<file path="src/sv/b2d_pkg.sv">
// shared constants for the binary to decimal digit splitter
// no dependencies; imported by binary_to_decimal_digits_core
package b2d_pkg;

	localparam int DEF_VALUE_WIDTH = 32;
	localparam int DEF_MAX_DIGITS  = 10;

	// one bcd digit and the output byte that carries it
	localparam int DIGIT_W   = 4;
	localparam int OUT_TDATA_W = 8;

	// binary bits shifted into the bcd register per pipeline stage
	localparam int BITS_PER_STAGE = 4;

	// a digit at or above this value is corrected before each shift
	localparam logic [DIGIT_W-1:0] ADJ_LIMIT = DIGIT_W'(5);
	localparam logic [DIGIT_W-1:0] ADJ_ADD   = DIGIT_W'(3);

endpackage

</file>
<file path="src/sv/binary_to_decimal_digits_core.sv">
// Binary to decimal digit splitter: pipelined shift-and-add-3 conversion, then a digit serialiser.
// The first digit is offered once the value has passed the conversion stages, the count stage and the serialiser.
// Output: one digit per cycle while m_tready is high; an item gives as many digits as it has (1 to MAX_DIGITS),
// all through the single output port. Inputs enter each cycle while the pipe flows.
// Reset: arst_n clears all valid bits and the serialiser; the digit registers hold no reset.
// Uses b2d_pkg.
module binary_to_decimal_digits_core #(
	parameter int VALUE_WIDTH = b2d_pkg::DEF_VALUE_WIDTH,
	parameter int MAX_DIGITS  = b2d_pkg::DEF_MAX_DIGITS
) (
	input  logic                                clk,
	input  logic                                arst_n,
	input  logic                                s_tvalid,
	output logic                                s_tready,
	input  logic [((VALUE_WIDTH+7)/8)*8-1:0]    s_tdata,  // value
	output logic                                m_tvalid,
	input  logic                                m_tready,
	output logic [b2d_pkg::OUT_TDATA_W-1:0]     m_tdata,  // digit, zero pad
	output logic                                m_tlast   // last
);

	import b2d_pkg::*;

	localparam int NST   = (VALUE_WIDTH + BITS_PER_STAGE - 1) / BITS_PER_STAGE;
	localparam int PAD_W = NST * BITS_PER_STAGE;
	localparam int BCD_W = MAX_DIGITS * DIGIT_W;
	localparam int IDX_W = $clog2(MAX_DIGITS);

	typedef struct packed {
		logic             ovf;
		logic [BCD_W-1:0] bcd;
		logic [PAD_W-1:0] bin;
	} dab_t;

	// BITS_PER_STAGE bits of shift-and-add-3; digits above the kept ones only leave a sticky flag
	function automatic dab_t dab_step(dab_t x);
		dab_t             y;
		logic [DIGIT_W-1:0] d;
		y = x;
		for (int b = 0; b < BITS_PER_STAGE; b++) begin
			for (int i = 0; i < MAX_DIGITS; i++) begin
				d = y.bcd[i*DIGIT_W +: DIGIT_W];
				if (d >= ADJ_LIMIT) begin
					y.bcd[i*DIGIT_W +: DIGIT_W] = d + ADJ_ADD;
				end
			end
			y.ovf = y.ovf | y.bcd[BCD_W-1];
			y.bcd = {y.bcd[BCD_W-2:0], y.bin[PAD_W-1]};
			y.bin = {y.bin[PAD_W-2:0], 1'b0};
		end
		return y;
	endfunction

	// conversion stages
	logic        vld_s [NST+1];
	dab_t        dab_s [NST+1];
	logic        rdy   [1:NST+1];

	// count stage
	logic                 cnt_vld_s;
	logic [BCD_W-1:0]     cnt_bcd_s;
	logic [IDX_W-1:0]     cnt_top_s;
	logic [IDX_W-1:0]     top_idx;

	// serialiser
	logic                 busy_q;
	logic [IDX_W-1:0]     idx_q;
	logic [DIGIT_W-1:0]   digits_q [MAX_DIGITS];
	logic                 ser_take;

	assign vld_s[0]     = s_tvalid;
	assign dab_s[0].ovf = 1'b0;
	assign dab_s[0].bcd = '0;
	assign dab_s[0].bin = PAD_W'(s_tdata[VALUE_WIDTH-1:0]);
	assign s_tready     = rdy[1];

	for (genvar k = 1; k <= NST; k++) begin : g_stage
		assign rdy[k] = !vld_s[k] || rdy[k+1];

		always_ff @(posedge clk or negedge arst_n) begin
			if (!arst_n) begin
				vld_s[k] <= 1'b0;
			end else if (rdy[k]) begin
				vld_s[k] <= vld_s[k-1];
			end
		end

		always_ff @(posedge clk) begin
			if (rdy[k] && vld_s[k-1]) begin
				dab_s[k] <= dab_step(dab_s[k-1]);
			end
		end
	end

	// highest significant digit; a sticky overflow means the stack is filled
	always_comb begin
		top_idx = '0;
		for (int i = 1; i < MAX_DIGITS; i++) begin
			if (dab_s[NST].bcd[i*DIGIT_W +: DIGIT_W] != '0) begin
				top_idx = IDX_W'(i);
			end
		end
		if (dab_s[NST].ovf) begin
			top_idx = IDX_W'(MAX_DIGITS - 1);
		end
	end

	assign ser_take    = !busy_q || (m_tready && idx_q == '0);
	assign rdy[NST+1]  = !cnt_vld_s || ser_take;

	always_ff @(posedge clk or negedge arst_n) begin
		if (!arst_n) begin
			cnt_vld_s <= 1'b0;
		end else if (rdy[NST+1]) begin
			cnt_vld_s <= vld_s[NST];
		end
	end

	always_ff @(posedge clk) begin
		if (rdy[NST+1] && vld_s[NST]) begin
			cnt_bcd_s <= dab_s[NST].bcd;
			cnt_top_s <= top_idx;
		end
	end

	// pop from the top digit down to the units
	always_ff @(posedge clk or negedge arst_n) begin
		if (!arst_n) begin
			busy_q <= 1'b0;
			idx_q  <= '0;
		end else if (ser_take) begin
			busy_q <= cnt_vld_s;
			if (cnt_vld_s) begin
				idx_q <= cnt_top_s;
			end
		end else if (m_tready) begin
			idx_q <= idx_q - 1'b1;
		end
	end

	always_ff @(posedge clk) begin
		if (ser_take && cnt_vld_s) begin
			for (int i = 0; i < MAX_DIGITS; i++) begin
				digits_q[i] <= cnt_bcd_s[i*DIGIT_W +: DIGIT_W];
			end
		end
	end

	assign m_tvalid = busy_q;
	assign m_tdata  = OUT_TDATA_W'(digits_q[idx_q]);
	assign m_tlast  = (idx_q == '0);

endmodule
</file>
<file path="config.mk">
export PLATFORM = sky130hd
export DESIGN_NAME = binary_to_decimal_digits_core
export DESIGN_NICKNAME = d
export VERILOG_FILES = /design/src/sv/b2d_pkg.sv /design/src/sv/binary_to_decimal_digits_core.sv
export SDC_FILE = /design/constraint.sdc
export NUM_CORES = 1
export LEC_CHECK = 0
export ABC_AREA = 1
export BUFFER_PORTS_ARGS = -buffer_cell sky130_fd_sc_hd__buf_2
export CORE_MARGIN = 2
export CORE_UTILIZATION = 55
export CTS_BUF_LIST = sky130_fd_sc_hd__clkbuf_4 sky130_fd_sc_hd__clkbuf_8
export CTS_CLUSTER_SIZE = 30
export DETAILED_ROUTE_END_ITERATION = 8
export MAX_ROUTING_LAYER = met4
export PLACE_DENSITY = 0.71
export SLEW_MARGIN = 20
export SYNTH_ARGS = -nofsm -noshare
export SYNTH_HDL_FRONTEND = slang
export SYNTH_SLANG_ARGS = --single-unit
</file>
<file path="constraint.sdc">
create_clock -name clk -period 5.81 [get_ports clk]
set_input_delay 0.8715 -clock clk [delete_from_list [all_inputs] [get_ports clk]]
set_output_delay 0.8715 -clock clk [all_outputs]
set_load 0.005 [all_outputs]
</file>
==> flow_summary.toml, run 1 <==
[run_status]
status = "finished, final reports clean"

[place]
hpwl_mm = 38.1
gp_congestion = 0.830
port_buffers = 42

[die]
die_w_um = 240
core.rowCount = 86
core_area_mm2 = 0.0550
ios = 47
die-area_mm2 = 0.0574
die_h_um = 240
start_util_pct = 55.5

[sta]
final.min_clock_period_ns = 5.01
max_slew_margin_pct = 30.3
finalHoldViolCount = 0
fmaxAchievable_ghz = 0.200
clock_skew_ns = 0.0458
setup_viol = 0
worst-slew-pin-transition_ns = 1.04
tns_ns = 0
fin_crit_sh_pct = 86.2
rsz0062_at_grt = "false"
final-max-slew-violation-count = 0

[logic_synthesis]
synth.area.top_cells = "edfxtp_1 38%, nand2_1 13%, ha_1 10%"
synth_edf_count = 382
async_flop_share_pct = 3.54
syn_inst = 3868
yosysWarnings = 0
syn_area_mm2 = 0.0305
synth_cell_types = 58
synth-seq-area-share_pct = 38.7
synth_top_area_share_pct = 37.6
synth_flop_cell = "edfxtp_1"
syn_area_per_cell_um2 = 7.90
synth_seq_cells = 396
synth_largest_area_cell = "edfxtp_1"

[global_routing]
grt_pass1_vias = 21500
grt_start_max_net_pins = 45
antenna_found_initial = 1
grt_pass1_wl_mm = 86.2
overflow = 0
grt_util_all_layers_pct = 18.0

[finish]
nets = 4275
layout-drive-gt1-share_pct = 12.8
area_growth_pct = 9.02

[critical_path]
worstSetupStartpointType = "register"
worstPathRequired_ns = 4.94
worstPathMaxFanout = 23
worstSetupPathType = "reg2out"
worst_ep_arrival_time_ns = 4.14
end_kind = "output port"

[clocking]
clk_latency_ns = 0.66
post-cts-setup-buffers = 0
htreeDepth = 3
clk_pin_slew_ns = 0.06
numCtsBuffers = 71
ctsHoldBuffers = 0
clock-sinks = 396
cts.root.buffer_cell = "clkbuf_8"
cts_resized = 0
cts_tree = "built"
cts_max_path_buffers = 3

[drt]
viasPerCell = 4.84
drcViolationCount = 0
drt_wl_total_mm = 48.9
dr.pass1.iters = 7
antenna_left = 0
num_vias = 23200
drt_iter0_drc = 805
wl_per_cell_um = 10.2

[run]
cap_violations = 0

[hold_path]
hold_path.class = "in2async"
sequential cells by signal, indices dropped and copies added (netlist names):
signal	count
cnt_vld_s	1
vld_s	8
idx_q	4
cnt_bcd_s	40
digits_q	40
cnt_top_s	4
m_tvalid	1
dab_s	298
metrics by stage:
| stage | cells | setup slack (ns) | instance area (µm²) | util [%] | hold WS, ns |
|---|---|---|---|---|---|
| after floorplan | 3871 | 1.62 | 30600 | - | 0.400 |
| after global placement | 4657 | 1.36 | 31700 | 57.7 | 0.400 |
| after detailed placement | 4657 | 1.20 | 31700 | 57.7 | 0.405 |
| after CTS | 4785 | 0.726 | 33200 | 60.4 | 0.0703 |
| after global routing | 4789 | 0.432 | 33300 | 60.6 | 0.103 |
| final | 4789 | 0.800 | 33300 | 60.6 | 0.129 |
cell families after synthesis:
family | Yosys count | share of synthesized area [%]
xor+xnor | 85 | 3.42
flops | 396 | 38.7
mux | 1 | 0.0328
buf+inv | 781 | 9.67
fa+ha+maj | 254 | 10.4
other cells | 1 | 0.0123
simple gates | 1912 | 29.0
compound gates | 438 | 8.71
critical path: stages, from the launching register on:
cell     delay (ns)
dfrtp_1        0.73
inv_1          0.47
ha_1           0.35
nand2_2        0.07
nor2_1         0.04
nand2_1        0.07
nand2_2        0.11
nor2_1         0.14
inv_1          0.09
nor2_1         0.10
inv_1          0.08
nor2_2         0.20
inv_2          0.07
nor2_2         0.17
nand2_2        0.11
nor2_4         0.17
nand2_2        0.11
nor2_4         0.13
nand2_2        0.11
buf_2          0.15
worst paths after layout:
| check | endpoint | start | slack (ns) | cells after the start |
|---|---|---|---|---|
| worst max-delay path | s_tready | idx_q[0] | 0.80 | 19 |
| worst min-delay path | vld_s[4] | arst_n | 0.13 | 1 |
| worst max register to register | dab_s[139] | dab_s[206] | 1.21 | 26 |
| worst min register to register | dab_s[104] | dab_s[173] | 0.41 | 0 |
| max in group asynchronous | vld_s[0] | arst_n | 5.38 | 1 |
| min in group clk | dab_s[538] | s_tdata[23] | 0.38 | 1 |
cell usage after synthesis (all sizes together), types with 2 or more instances:
cell       n
nand2   1224
inv      771
edfxtp   382
nand3    370
o21ai    283
ha       254
nor2     183
a21oi     78
xor2      74
nand4     44
and2      34
nand3b    30
o211ai    20
or2       17
dfrtp     14
o21a      12
o21bai    11
xnor2     11
a21o      10
o22ai      8
nor4       7
o221ai     6
buf        5
clkbuf     5
a211oi     2
a22o       2
a31o       2
nor3       2
final cells by class:
cell class,count,area (µm²)
clock buffers,88,1100
repair buffers,51,338
inverters,771,2890
multi-input cells,2694,15800
clock inverters,40,383
fillers,4827,21700
diodes,1,2.50
flip-flops and latches,396,11800
well taps,748,936
placed cells by master, fill, tap and decap left out, types with 21 or more instances in the layout:
cell type and n:
buf_2 42, xor2_1 47, o21ai_0 176, o21ai_1 57
inv_2 27, nor2_1 164, nand3_1 317, nand4_1 44
nand3_2 45, ha_1 254, and2_1 27, inv_1 744
nand2_1 1091, a21oi_1 64, clkbuf_8 71, edfxtp_1 382
nand2_2 114, o21ai_2 48, xor2_2 21, nand3b_1 28
per-layer routing:
layer,GRT usage [%],up-vias,part of all wire [%]
met2,33.8,166,51
met3,3.12,68,2.8
met1,19.3,10200,44
met5,-,-,0
met4,5.36,0,1.9
li1,-,12700,-
Power of run 1 is left out: the tool's default activity adds up to more than one toggle a clock period on the data nets, which glitch-free logic cannot reach.
==> run 2: changes to the inputs <==
GPL_TIMING_DRIVEN = 0   (was default)
RECOVER_POWER = 100   (was default)
==> flow_summary.toml, run 2 (synthesis gave the netlist of run 1 again) <==
[run_status]
status = "finished with violations"
violations = "max-capacitance violations, max-slew violations"

[clocking]
clk_pin_slew_ns = 0.06
cts.root.buffer_cell = "clkbuf_8"
htreeDepth = 3
numCtsBuffers = 71
clock-sinks = 396
cts_resized = 0
cts_max_path_buffers = 3
clk_latency_ns = 0.66
cts_tree = "built"
post-cts-setup-buffers = 0
ctsHoldBuffers = 0

[finish]
layout-drive-gt1-share_pct = 9.92
num-fill-cells = 5042
top_regs = "dab_s (298), cnt_bcd_s (40), digits_q (40)"
nets = 4284
multi_input_area_mm2 = 0.0153
final_common_cell = "nand2_1"
final_cell_area_mm2 = 0.0327
area_growth_pct = 7.04
layout_common_cells = "1,120 x nand2_1, 748 x inv_1, 382 x edfxtp_1, 340 x nand3_1, 254 x ha_1"
regMostFlops = "dab_s"
largest_reg_flops = 298
regArea_mm2 = 0.0118

[sta]
finalHoldViolCount = 0
setup_viol = 0
final-max-slew-violation-count = 18
worst-slew-pin-transition_ns = 1.98
fin_crit_sh_pct = 82.8
max_slew_margin_pct = -31.7
fmaxAchievable_ghz = 0.208
rsz0062_at_grt = "false"
tns_ns = 0
clock_skew_ns = 0.0378
final.min_clock_period_ns = 4.81

[critical_path]
crit_end = "dab_s[458]"
crit_start = "idx_q[0]"
r2r-end = "dab_s[458]"
r2r_start = "idx_q[0]"
rrSetupSlack_ns = 1.00
worst_ep_arrival_time_ns = 5.07
worstSetupPathType = "reg2reg"
end_kind = "register"
worstPathMaxFanout = 27
r2r_cells = 20
worstPathRequired_ns = 6.07
worstSetupStartpointType = "register"

[die]
core_area_mm2 = 0.0550
die_w_um = 240
core.rowCount = 86
die-area_mm2 = 0.0574
ios = 47
die_h_um = 240
start_util_pct = 55.5

[drt]
drt_wl_total_mm = 47.6
antenna_left = 0
drcViolationCount = 0
wl_per_cell_um = 9.91
num_vias = 23200
drt_iter0_drc = 828
viasPerCell = 4.82
dr.pass1.iters = 7

[run]
cap_violations = 1

[place]
port_buffers = 42
dpl_cell_area_mm2 = 0.0319
gp_congestion = 0.826
hpwl_mm = 37.3

[hold_path]
hold_path.class = "in2async"

[global_routing]
overflow = 0
grt_util_all_layers_pct = 17.8
grt_pass1_vias = 21400
grt_start_max_net_pins = 42
grt_pass1_wl_mm = 85.3
antenna_found_initial = 1
[run 2: per-stage QoR]
| stage | worst slack (ns) | std cells | util [%] | hold WS (ns) |
|---|---|---|---|---|
| 6_report | 1.00 | 4800 | 59.5 | 0.369 |
| 4_1_cts | 1.25 | 4799 | 60.7 | 0.0816 |
| 2_1_floorplan | 1.62 | 3871 | - | 0.400 |
| 3_3_place_gp | 0.418 | 4661 | 57.7 | 0.401 |
| 3_5_place_dp | 1.26 | 4669 | 58.1 | 0.405 |
| 5_1_grt | 0.424 | 4800 | 59.5 | 0.339 |
[run 2: critical path, stage by stage (launching register included)]
cell            delay [ns]
dfrtp_1               0.41
inv_1                 0.14
clkbuf_1              0.41
ha_1                  0.26
nand2_2               0.07
nor2_1                0.13
nand2_1               0.07
nand2_1               0.22
nor2_1                0.08
inv_1                 0.09
nor2_1                0.04
inv_1                 0.08
nor2_1                0.07
inv_1                 0.10
nor2_1                0.06
nand2_1               0.18
nor2_4                0.06
nand2_1               0.10
nor2_1                0.06
nor2_1                0.61
dlymetal6s4s_1        1.16
[run 2: worst min-delay path by stage]
stage | from | end | slack (ns) | cells past startpoint
after global placement | cnt_bcd_s[33] | digits_q[8][1] | 0.40 | 0
after CTS | arst_n | cnt_vld_s | 0.08 | 1
after global routing | s_tdata[6] | dab_s[521] | 0.34 | 1
after detailed placement | dab_s[242] | dab_s[173] | 0.40 | 0
after floorplan | dab_s[32] | cnt_bcd_s[0] | 0.40 | 0
final | arst_n | cnt_vld_s | 0.37 | 1
[run 2: area by class of cell]
| type | instances | area share [%] |
|---|---|---|
| clock inverter | 36 | 0.781 |
| timing repair buffer | 50 | 0.804 |
| multi-input combinational | 2694 | 46.8 |
| tap | 748 | 2.86 |
| buffer | 10 | 0.184 |
| clock buffer | 94 | 3.56 |
| sequential | 396 | 36.2 |
| antenna | 1 | 0.00765 |
| inverter | 771 | 8.85 |
[run 2: routing by layer]
layer  up-vias  global-route usage, %  part of all wire (%)
met1     10100                   18.5                    44
met4         0                   6.12                   2.5
met5         -                      -                     0
li1      12800                      -                     -
met2       164                   33.8                    51
met3        79                   2.98                   2.6
Power of run 2 is left out for the same reason.
